--- src/rtl/lppr_pkg.sv ---
// Package for the length-prefixed packet receiver.
// Holds item structs, controller state enum, command/status structs, sizes.
// No dependencies.
package lppr_pkg;

  // Largest packet kept in the payload store.
  localparam int unsigned MaxPacket = 16;
  localparam int unsigned AddrW     = $clog2(MaxPacket);
  localparam int unsigned LenW      = $clog2(MaxPacket + 1);
  // Position runs 0 .. MaxPacket + 1: two header bytes, then data.
  localparam int unsigned PosW      = $clog2(MaxPacket + 2);

  // Input operation codes.
  localparam logic OpByte = 1'b0;
  localparam logic OpAck  = 1'b1;

  typedef struct packed {
    logic       operation;
    logic [7:0] rx_byte;
  } in_item_t;

  typedef struct packed {
    logic [7:0] packet_byte;
    logic [3:0] byte_index;
    logic [4:0] packet_length;
    logic       last_of_packet;
  } out_item_t;

  typedef enum logic [1:0] {
    ST_RECV,
    ST_READ,
    ST_SEND
  } ctrl_state_e;

  // Controller to datapath.
  typedef struct packed {
    logic step_en;   // apply the input item to the receive state
    logic rd_en;     // read the store at the run counter
    logic cnt_inc;   // advance the run counter
  } ctrl_cmd_t;

  // Datapath to controller.
  typedef struct packed {
    logic run_start; // this data byte completes a packet
    logic run_last;  // run counter is at the final byte
  } dp_status_t;

endpackage

--- src/rtl/lppr_ram.sv ---
// Generic single-write, single-read RAM with registered read data.
// Standalone; no package dependency.
module lppr_ram #(
  parameter int unsigned Width = 8,
  parameter int unsigned Depth = 16
) (
  input  logic                     clk_i,
  input  logic                     we_i,
  input  logic [$clog2(Depth)-1:0] waddr_i,
  input  logic [Width-1:0]         wdata_i,
  input  logic                     re_i,
  input  logic [$clog2(Depth)-1:0] raddr_i,
  output logic [Width-1:0]         rdata_o
);

  logic [Width-1:0] mem_q [Depth];
  logic [Width-1:0] rdata_q;

  always_ff @(posedge clk_i) begin
    if (we_i) begin
      mem_q[waddr_i] <= wdata_i;
    end
    if (re_i) begin
      rdata_q <= mem_q[raddr_i];
    end
  end

  assign rdata_o = rdata_q;

endmodule

--- src/rtl/lppr_ctrl.sv ---
// Controller for the packet receiver: receive, store read, and send states.
// Depends on lppr_pkg.
module lppr_ctrl (
  input  logic                clk_i,
  input  logic                rst_ni,
  input  logic                in_valid_i,
  output logic                in_stall_o,
  output logic                out_valid_o,
  input  logic                out_stall_i,
  input  lppr_pkg::dp_status_t status_i,
  output lppr_pkg::ctrl_cmd_t  cmd_o
);
  import lppr_pkg::*;

  ctrl_state_e state_q, state_d;

  always_ff @(posedge clk_i or negedge rst_ni) begin
    if (!rst_ni) begin
      state_q <= ST_RECV;
    end else begin
      state_q <= state_d;
    end
  end

  always_comb begin
    state_d = state_q;
    unique case (state_q)
      ST_RECV: begin
        if (in_valid_i && status_i.run_start) begin
          state_d = ST_READ;
        end
      end
      ST_READ: begin
        state_d = ST_SEND;
      end
      ST_SEND: begin
        if (!out_stall_i) begin
          state_d = status_i.run_last ? ST_RECV : ST_READ;
        end
      end
      default: state_d = ST_RECV;
    endcase
  end

  always_comb begin
    cmd_o       = '0;
    in_stall_o  = 1'b1;
    out_valid_o = 1'b0;
    unique case (state_q)
      ST_RECV: begin
        in_stall_o    = 1'b0;
        cmd_o.step_en = in_valid_i;
      end
      ST_READ: begin
        cmd_o.rd_en = 1'b1;
      end
      ST_SEND: begin
        out_valid_o   = 1'b1;
        cmd_o.cnt_inc = !out_stall_i;
      end
      default: ;
    endcase
  end

endmodule

--- src/rtl/lppr_dpath.sv ---
// Datapath for the packet receiver: header assembly, discard count,
// payload store and run counter. Depends on lppr_pkg and lppr_ram.
module lppr_dpath (
  input  logic                clk_i,
  input  logic                rst_ni,
  input  lppr_pkg::in_item_t   in_item_i,
  input  lppr_pkg::ctrl_cmd_t  cmd_i,
  output lppr_pkg::dp_status_t status_o,
  output lppr_pkg::out_item_t  out_item_o
);
  import lppr_pkg::*;

  logic [PosW-1:0]  pos_q, pos_d;
  logic [7:0]       hdr_lo_q, hdr_lo_d;
  logic [LenW-1:0]  acc_q, acc_d;
  logic [15:0]      discard_q, discard_d;
  logic             done_q, done_d;
  logic [AddrW-1:0] cnt_q;

  logic [15:0]      hdr_len;
  logic [PosW-1:0]  data_idx;
  logic             store_we;
  logic             run_start;
  logic [7:0]       rd_data;

  assign hdr_len  = {in_item_i.rx_byte, hdr_lo_q};
  assign data_idx = pos_q - PosW'(2);

  always_comb begin
    pos_d     = pos_q;
    hdr_lo_d  = hdr_lo_q;
    acc_d     = acc_q;
    discard_d = discard_q;
    done_d    = done_q;
    store_we  = 1'b0;
    run_start = 1'b0;
    if (cmd_i.step_en) begin
      priority if (in_item_i.operation == OpAck) begin
        // ack only frees a finished packet
        if (!done_q && pos_q == '0) begin
          done_d = 1'b1;
        end
      end else if (discard_q != '0) begin
        discard_d = discard_q - 16'd1;
        pos_d     = '0;
      end else if (pos_q == '0) begin
        hdr_lo_d = in_item_i.rx_byte;
        pos_d    = PosW'(1);
      end else if (pos_q == PosW'(1)) begin
        if (hdr_len > 16'(MaxPacket) || !done_q) begin
          discard_d = hdr_len;
          pos_d     = '0;
        end else begin
          done_d = 1'b0;
          acc_d  = LenW'(hdr_len);
          pos_d  = (hdr_len == '0) ? '0 : PosW'(2);
        end
      end else begin
        store_we = 1'b1;
        if ((pos_q - PosW'(1)) >= PosW'(acc_q)) begin
          pos_d     = '0;
          run_start = 1'b1;
        end else begin
          pos_d = pos_q + PosW'(1);
        end
      end
    end
  end

  always_ff @(posedge clk_i or negedge rst_ni) begin
    if (!rst_ni) begin
      pos_q     <= '0;
      hdr_lo_q  <= '0;
      acc_q     <= '0;
      discard_q <= '0;
      done_q    <= 1'b1;
      cnt_q     <= '0;
    end else begin
      pos_q     <= pos_d;
      hdr_lo_q  <= hdr_lo_d;
      acc_q     <= acc_d;
      discard_q <= discard_d;
      done_q    <= done_d;
      if (run_start) begin
        cnt_q <= '0;
      end else if (cmd_i.cnt_inc) begin
        cnt_q <= cnt_q + AddrW'(1);
      end
    end
  end

  lppr_ram #(
    .Width (8),
    .Depth (MaxPacket)
  ) u_store (
    .clk_i   (clk_i),
    .we_i    (store_we),
    .waddr_i (data_idx[AddrW-1:0]),
    .wdata_i (in_item_i.rx_byte),
    .re_i    (cmd_i.rd_en),
    .raddr_i (cnt_q),
    .rdata_o (rd_data)
  );

  assign status_o.run_start = run_start;
  assign status_o.run_last  = ((LenW'(cnt_q) + LenW'(1)) == acc_q);

  assign out_item_o.packet_byte    = rd_data;
  assign out_item_o.byte_index     = 4'(cnt_q);
  assign out_item_o.packet_length  = 5'(acc_q);
  assign out_item_o.last_of_packet = status_o.run_last;

endmodule

--- src/rtl/length_prefixed_packet_receiver_top.sv ---
// Top level of the length-prefixed packet receiver.
// Depends on lppr_pkg, lppr_ctrl, lppr_dpath (and lppr_ram below it).
//
//   channel | handshake              | payload
//   --------+------------------------+-----------------------------
//   in      | in_valid_i / in_stall_o   | in_item_i  (lppr_pkg::in_item_t)
//   out     | out_valid_o / out_stall_i | out_item_o (lppr_pkg::out_item_t)
//
// An input item is taken whenever it is valid while a packet is being received.
// The data byte that completes a packet starts a run of n results; each one
// passes through a store read state and then a send state, which holds while
// the output is stalled, and input stalls for the whole run. Reset leaves the
// receiver free and waiting for a header; the payload store needs no clearing.
module length_prefixed_packet_receiver_top (
  input  logic               clk_i,
  input  logic               rst_ni,
  input  logic               in_valid_i,
  output logic               in_stall_o,
  input  lppr_pkg::in_item_t  in_item_i,
  output logic               out_valid_o,
  input  logic               out_stall_i,
  output lppr_pkg::out_item_t out_item_o
);
  import lppr_pkg::*;

  ctrl_cmd_t  cmd;
  dp_status_t status;

  lppr_ctrl u_ctrl (
    .clk_i       (clk_i),
    .rst_ni      (rst_ni),
    .in_valid_i  (in_valid_i),
    .in_stall_o  (in_stall_o),
    .out_valid_o (out_valid_o),
    .out_stall_i (out_stall_i),
    .status_i    (status),
    .cmd_o       (cmd)
  );

  lppr_dpath u_dpath (
    .clk_i      (clk_i),
    .rst_ni     (rst_ni),
    .in_item_i  (in_item_i),
    .cmd_i      (cmd),
    .status_o   (status),
    .out_item_o (out_item_o)
  );

endmodule

--- config.mk ---
export PLATFORM = sky130hd
export DESIGN_NAME = length_prefixed_packet_receiver_top
export DESIGN_NICKNAME = d
export VERILOG_FILES = /design/src/rtl/lppr_pkg.sv /design/src/rtl/lppr_ram.sv /design/src/rtl/lppr_ctrl.sv /design/src/rtl/lppr_dpath.sv /design/src/rtl/length_prefixed_packet_receiver_top.sv
export SDC_FILE = /design/constraint.sdc
export NUM_CORES = 1
export LEC_CHECK = 0
export BUFFER_PORTS_ARGS = -buffer_cell sky130_fd_sc_hd__buf_2
export CORE_MARGIN = 4
export CORE_UTILIZATION = 25
export DETAILED_ROUTE_END_ITERATION = 7
export PLACE_DENSITY = 0.51
export SLEW_MARGIN = 20
export SYNTH_ARGS = -nofsm -noshare
export SYNTH_HDL_FRONTEND = slang
export SYNTH_SLANG_ARGS = --single-unit
--- constraint.sdc ---
create_clock -name clk_i -period 2.47 [get_ports clk_i]
set_input_delay 0.1235 -clock clk_i [delete_from_list [all_inputs] [get_ports clk_i]]
set_output_delay 0.1235 -clock clk_i [all_outputs]
set_load 0.005 [all_outputs]
==> metrics.txt, run 1 <==
share of post-route cells with drive strength above 1=0.307; relative slew slack=0.613; final setup violation count=0; HPWL Detailed=13.2 mm; Worst-Skew Late Latency=0.42 ns; worst r2r src=u_dpath.discard_q[0]; status=finished clean; antenna cell count=0; Cells after Synth=491; RR Endpoint=u_dpath.u_store.mem_q[1][6]; FP Rows=64; vias in the first global route=4794; DR iter-0 viols=343; Die X=185 µm; RePlAce Congestion=0.788; fraction of registers with async set/reset=0.232; count of final max-slew check failures=0; Crit Path Category=reg -> reg; total grt overflow=0; Tot Pwr=7.14 mW; clock tree buffer depth=2; # Post-CTS Setup Buffers=0; Die ar.=34200 µm²; Layout Cells excl Fill=983; first drt pass iteration count=5; Leak=3.35 nW; CTS clock-pin slew for the worst setup and hold paths=0.07 ns; Boundary Pins=33; arrival time worst endpoint=2.47 ns; Placed Cells incl. Taps=950; largest net degree at the start of global routing=42; Cell Area, Synth=7840 µm²; type of element launching the critical path=flip-flop; first-pass GRT wire length=28.9 mm; synth warn=0; library cells used by synthesis=70; DRT antenna net count=0; CP Data Required Time=2.60 ns; root buffer cell=clkbuf_16; Area Overhead vs Synth=20.1%; Max H-tree Level=4; Fin Hold WS=0.0614 ns; R2R depth=8; period utilization=0.950; Worst-Margin Slew=0.580 ns; power density cells=759 nW/µm²; Mapped Avg Cell Area=16.0 µm²; WL final=18.5 mm; drt via density=4.70; Primary FF master, synth=edfxtp_1; Num CTS Buffers=17; Post-synth EDFFs=136; Mapped Nets=519; post-synth top area share=0.521; hold path depth=5; synthesized flop and latch total=177; worst hold path class=in -> reg; TritonCTS clock tree=done; All-Layer GR Usage=0.112; clk_skew=0.0115 ns; Core Region=30700 µm²; R2R Setup Slk=0.12 ns; initial antenna violation count=0; Residual DRC=0; min cycle time layout=2.35 ns; Seq/Total Area, Yosys=0.652; hold_sp=in_valid_i; Starting Density=0.255; f_max=0.426 GHz; Min-Delay Endpoint=u_dpath.done_q; IO buf count=32; via count of the routed design=4620; Crit. End Element=flip-flop; leading area contributor after synthesis=edfxtp_1; CTS Sinks=177; height of the die=185 µm; Max FO, Critical Path=8; maxcap violations=0; largest cells by area after synthesis=edfxtp_1, dfrtp_1, mux4_2; wire length per cell=18.8 µm; peak supply drop=502 µV; # nets final=603; Final Hold Viols=0
==> cells in the mapped netlist, types with 2 or more instances <==
master      n
edfxtp_1  136
dfrtp_1    40
mux4_2     40
nand2_1    38
nor2_1     34
nand3_1    16
ha_1       15
inv_1      14
o21ai_0    11
a21oi_1     9
clkbuf_1    8
mux2_2      8
xnor2_1     8
nor3_1      7
mux2i_1     6
nor4_1      6
xor2_1      6
a31oi_1     5
buf_2       5
nor2b_1     5
nand2b_1    4
a211oi_1    3
nand4_1     3
nor3b_1     3
o31ai_1     3
o41ai_1     3
a21o_1      2
a221oi_1    2
a41oi_1     2
and2_1      2
and2b_1     2
and4_1      2
buf_6       2
nor4_2      2
o22ai_1     2
or3_1       2
or4_1       2
==> sequential cells by signal (all words and copies together), names as in the netlist <==
signal	count
u_dpath.u_store.rdata_o	8
u_dpath.cnt_q	4
u_dpath.pos_q	5
u_dpath.u_store.mem_q	128
u_ctrl.state_q	2
u_dpath.hdr_lo_q	8
u_dpath.acc_q	5
u_dpath.discard_q	16
u_dpath.done_q	1
==> cell families after synthesis <==
| family | Yosys count | synth area share |
|---|---|---|
| DFF | 177 | 0.652 |
| buffers and inverters | 31 | 0.0180 |
| xor gates and xnor gates | 14 | 0.0157 |
| adders and majority gates | 15 | 0.0240 |
| AOI/OAI and AO/OA | 53 | 0.0462 |
| muxes | 55 | 0.136 |
| and+or+nand+nor | 146 | 0.108 |
==> timing repair <==
| action | in CTS | in global routing |
|---|---|---|
| resized for setup | 0 | 5 |
| endpoints found under the setup margin | 0 | 128 |
| hold endpoints to repair | 41 | 0 |
| hold buffers | 2 | 0 |
==> power breakdown <==
group / switching [mW] / internal, mW
logic: 0.477 / 0.536
registers: 0.222 / 3.34
clock network: 1.22 / 1.34
total: 1.92 / 5.22
==> metal layers <==
| metal | track usage | vias up | part of all wire |
|---|---|---|---|
| met5 | 0 | - | 0 |
| met4 | 0.0288 | 0 | 0.012 |
| met3 | 0.0236 | 13 | 0.031 |
| met2 | 0.190 | 93 | 0.52 |
| met1 | 0.148 | 2411 | 0.44 |
| li1 | - | 2103 | - |
==> final cells by class <==
class	count	area, µm²
multi-input cells	283	2600
inverters	14	52.6
clock buffers	17	425
well taps	396	495
repair buffers	82	581
clock inverters	14	138
flip-flops and latches	177	5110
fillers	3039	21300
==> through the flow <==
stage	TNS [ns]	setup WS (ns)	area [µm²]	utilization
detailed placement	0	0.0465	8800	0.286
CTS	0	0.0369	9380	0.305
global route	-0.136	-0.0177	9410	0.306
floorplan	-0.920	-0.0256	7840	-
finish	0	0.123	9410	0.306
global placement	0	0.118	8800	0.286
==> worst max-delay path, cell delays in order (launching register included) <==
cell	delay (ns)
dfrtp_1	0.43
inv_1	0.08
ha_1	0.19
or3b_2	0.47
nor2_1	0.15
and4b_2	0.30
nand2_2	0.11
nor2_1	0.12
buf_4	0.19
==> worst max-delay path by stage <==
stage / to / depth (start not counted) / startpoint / slack [ns]
2_1_floorplan: u_dpath.u_store.mem_q[2][0] / 8 / u_dpath.discard_q[0] / -0.03
3_3_place_gp: u_dpath.u_store.mem_q[10][4] / 8 / u_dpath.discard_q[0] / 0.12
3_5_place_dp: u_dpath.u_store.mem_q[7][7] / 8 / u_dpath.discard_q[0] / 0.05
4_1_cts: u_dpath.u_store.mem_q[7][1] / 8 / u_dpath.discard_q[0] / 0.04
5_1_grt: u_dpath.u_store.mem_q[0][6] / 8 / u_dpath.discard_q[0] / -0.02
6_report: u_dpath.u_store.mem_q[1][6] / 8 / u_dpath.discard_q[0] / 0.12
==> placed cells by master (no fill, tap or decap), types with 3 or more instances in the layout <==
| master | count |
|---|---|
| a211oi_1 | 3 |
| a21oi_1 | 9 |
| a31oi_1 | 5 |
| buf_12 | 3 |
| buf_2 | 31 |
| buf_4 | 46 |
| clkbuf_16 | 17 |
| dfrtp_1 | 39 |
| edfxtp_1 | 136 |
| ha_1 | 15 |
| inv_1 | 14 |
| inv_6 | 4 |
| inv_8 | 6 |
| mux2_2 | 8 |
| mux2i_1 | 6 |
| mux4_2 | 40 |
| nand2_1 | 36 |
| nand2b_1 | 4 |
| nand3_1 | 16 |
| nand4_1 | 3 |
| nor2_1 | 34 |
| nor2b_1 | 5 |
| nor3_1 | 7 |
| nor4_1 | 6 |
| o21ai_0 | 11 |
| o31ai_1 | 3 |
| o41ai_1 | 3 |
| xnor2_1 | 8 |
| xor2_1 | 6 |
(Power assumes the default switching activity.)
==> inputs of run 2 (changes only) <==
==> constraint.sdc (replaced) <==
create_clock -name clk_i -period 2.47 [get_ports clk_i]
set_input_delay 0.494 -clock clk_i [delete_from_list [all_inputs] [get_ports clk_i]]
set_output_delay 0.494 -clock clk_i [all_outputs]
set_load 0.005 [all_outputs]
==> metrics.txt, run 2 (synthesis results as in run 1) <==
status=finished clean; total grt overflow=0; Area Overhead vs Synth=22.2%; DR iter-0 viols=392; worst hold path class=in -> reg; CTS Sinks=177; relative slew slack=0.599; All-Layer GR Usage=0.124; count of final max-slew check failures=0; Crit. End Element=primary output; HPWL Detailed=14.2 mm; arrival time worst endpoint=1.85 ns; share of post-route cells with drive strength above 1=0.330; hold_sp=out_stall_i; dpl ws=-0.0338 ns; Final Hold Viols=0; vias in the first global route=5000; clk_skew=0.0162 ns; slowest CP cell=dfrtp_2; Leak=3.44 nW; height of the die=185 µm; Num CTS Buffers=17; CTS clock-pin slew for the worst setup and hold paths=0.08 ns; TritonCTS clock tree=done; Boundary Pins=33; most frequent cells in the layout=edfxtp_1, buf_4, mux4_2; FP Rows=64; final design utilization=0.311; type of element launching the critical path=flip-flop; final setup violation count=0; clock tree buffer depth=2; drt via density=4.75; IO buf count=32; Max FO, Critical Path=4; Critical Path, Cell by Cell=ha_2 -> nor2b_1 -> o311a_1 -> a211oi_2 -> buf_2; peak supply drop=491 µV; f_max=0.427 GHz; Post-DP Area=8820 µm²; Placed Cells incl. Taps=954; R2R depth=8; Worst-Skew Late Latency=0.45 ns; largest net degree at the start of global routing=36; final instance area=9570 µm²; power density cells=777 nW/µm²; max reg flops=128; hold path depth=2; max incr delay on CP=0.44 ns; first-pass GRT wire length=31.4 mm; Die X=185 µm; Largest Register=u_dpath.u_store.mem_q; root buffer cell=clkbuf_16; initial antenna violation count=1; Fillers=3027; Crit Path Category=reg -> out; period utilization=0.949; Min-Delay Endpoint=u_ctrl.state_q[1]; RR Endpoint=u_dpath.u_store.mem_q[1][4]; RePlAce Congestion=0.846; CP Data Required Time=1.98 ns; via count of the routed design=4703; Layout Cells excl Fill=990; Fin Hold WS=0.291 ns; # nets final=609; Setup WS post-layout=0.126 ns; Die ar.=34200 µm²; Residual DRC=0; Worst-Margin Slew=0.601 ns; WL final=20.6 mm; min cycle time layout=2.34 ns; R2R Setup Slk=0.13 ns; first drt pass iteration count=5; wire length per cell=20.8 µm; Fin Setup TNS=0 ns; worst r2r src=u_dpath.discard_q[1]; antenna cell count=0; DRT antenna net count=0; Starting Density=0.255; Max H-tree Level=4; Core Region=30700 µm²; maxcap violations=0; Top Registers=u_dpath.u_store.mem_q: 128 flops, u_dpath.discard_q: 16 flops; Tot Pwr=7.44 mW; commonest non-fill, non-tap cell in the layout=edfxtp_1
-- run 2: changes by cell type in the layout (fill, tap and decap cells not counted), moves of 3 or more --
cell and change:
inv_12 +6, buf_4 +5, inv_8 -4, clkinv_8 +3
-- run 2: power by group --
part	internal, mW	switching, mW	total, mW
Clock	1.44	1.44	2.88
Sequential	3.34	0.188	3.52
Combinational	0.519	0.516	1.04
-- run 2: worst max-delay path by stage --
stage / to / slack [ns] / cells past startpoint / startpoint
2_1_floorplan: u_dpath.u_store.mem_q[2][0] / -0.03 / 8 / u_dpath.discard_q[0]
3_3_place_gp: u_dpath.u_store.mem_q[2][5] / -0.01 / 7 / in_item_i[8]
3_5_place_dp: u_dpath.u_store.mem_q[6][6] / -0.03 / 7 / in_item_i[8]
4_1_cts: u_dpath.u_store.mem_q[1][7] / 0.02 / 8 / u_dpath.discard_q[1]
5_1_grt: u_dpath.u_store.mem_q[1][0] / -0.0003 / 8 / u_dpath.discard_q[1]
6_report: out_item_o[0] / 0.13 / 5 / u_dpath.cnt_q[1]
-- run 2: final cells by class --
cell class                      count  area [µm²]  share of cell area
Clock buffer                       17         425              0.0444
Clock inverter                     15         223              0.0233
Inverter                           14        52.6             0.00549
Multi-Input combinational cell    283        2640               0.275
Sequential cell                   177        5110               0.534
Tap cell                          396         495              0.0518
Timing Repair Buffer               88         629              0.0657
-- run 2: worst max-delay path: cells and delay by family (launching register included) --
family          cells  cell delay [ns]
compound gates      2             0.48
fa+ha+maj           1             0.20
buf+inv             1             0.15
flops               1             0.44
simple gates        1             0.14
-- run 2: what timing repair did --
item	CTS	global route
hold buffers	1	0
endpoints found under the hold margin	15	0
pin swaps	0	2
cloned	0	1
endpoints found under the setup margin	1	130
setup buffers	1	1
resized for setup	1	15
-- run 2: metal layers --
metal / track usage / up-vias / wire length [µm]
met5: 0 / - / 7
met3: 0.0355 / 25 / 1210
li1: - / 2114 / -
met2: 0.209 / 143 / 10700
met1: 0.156 / 2419 / 8300
met4: 0.0396 / 2 / 399
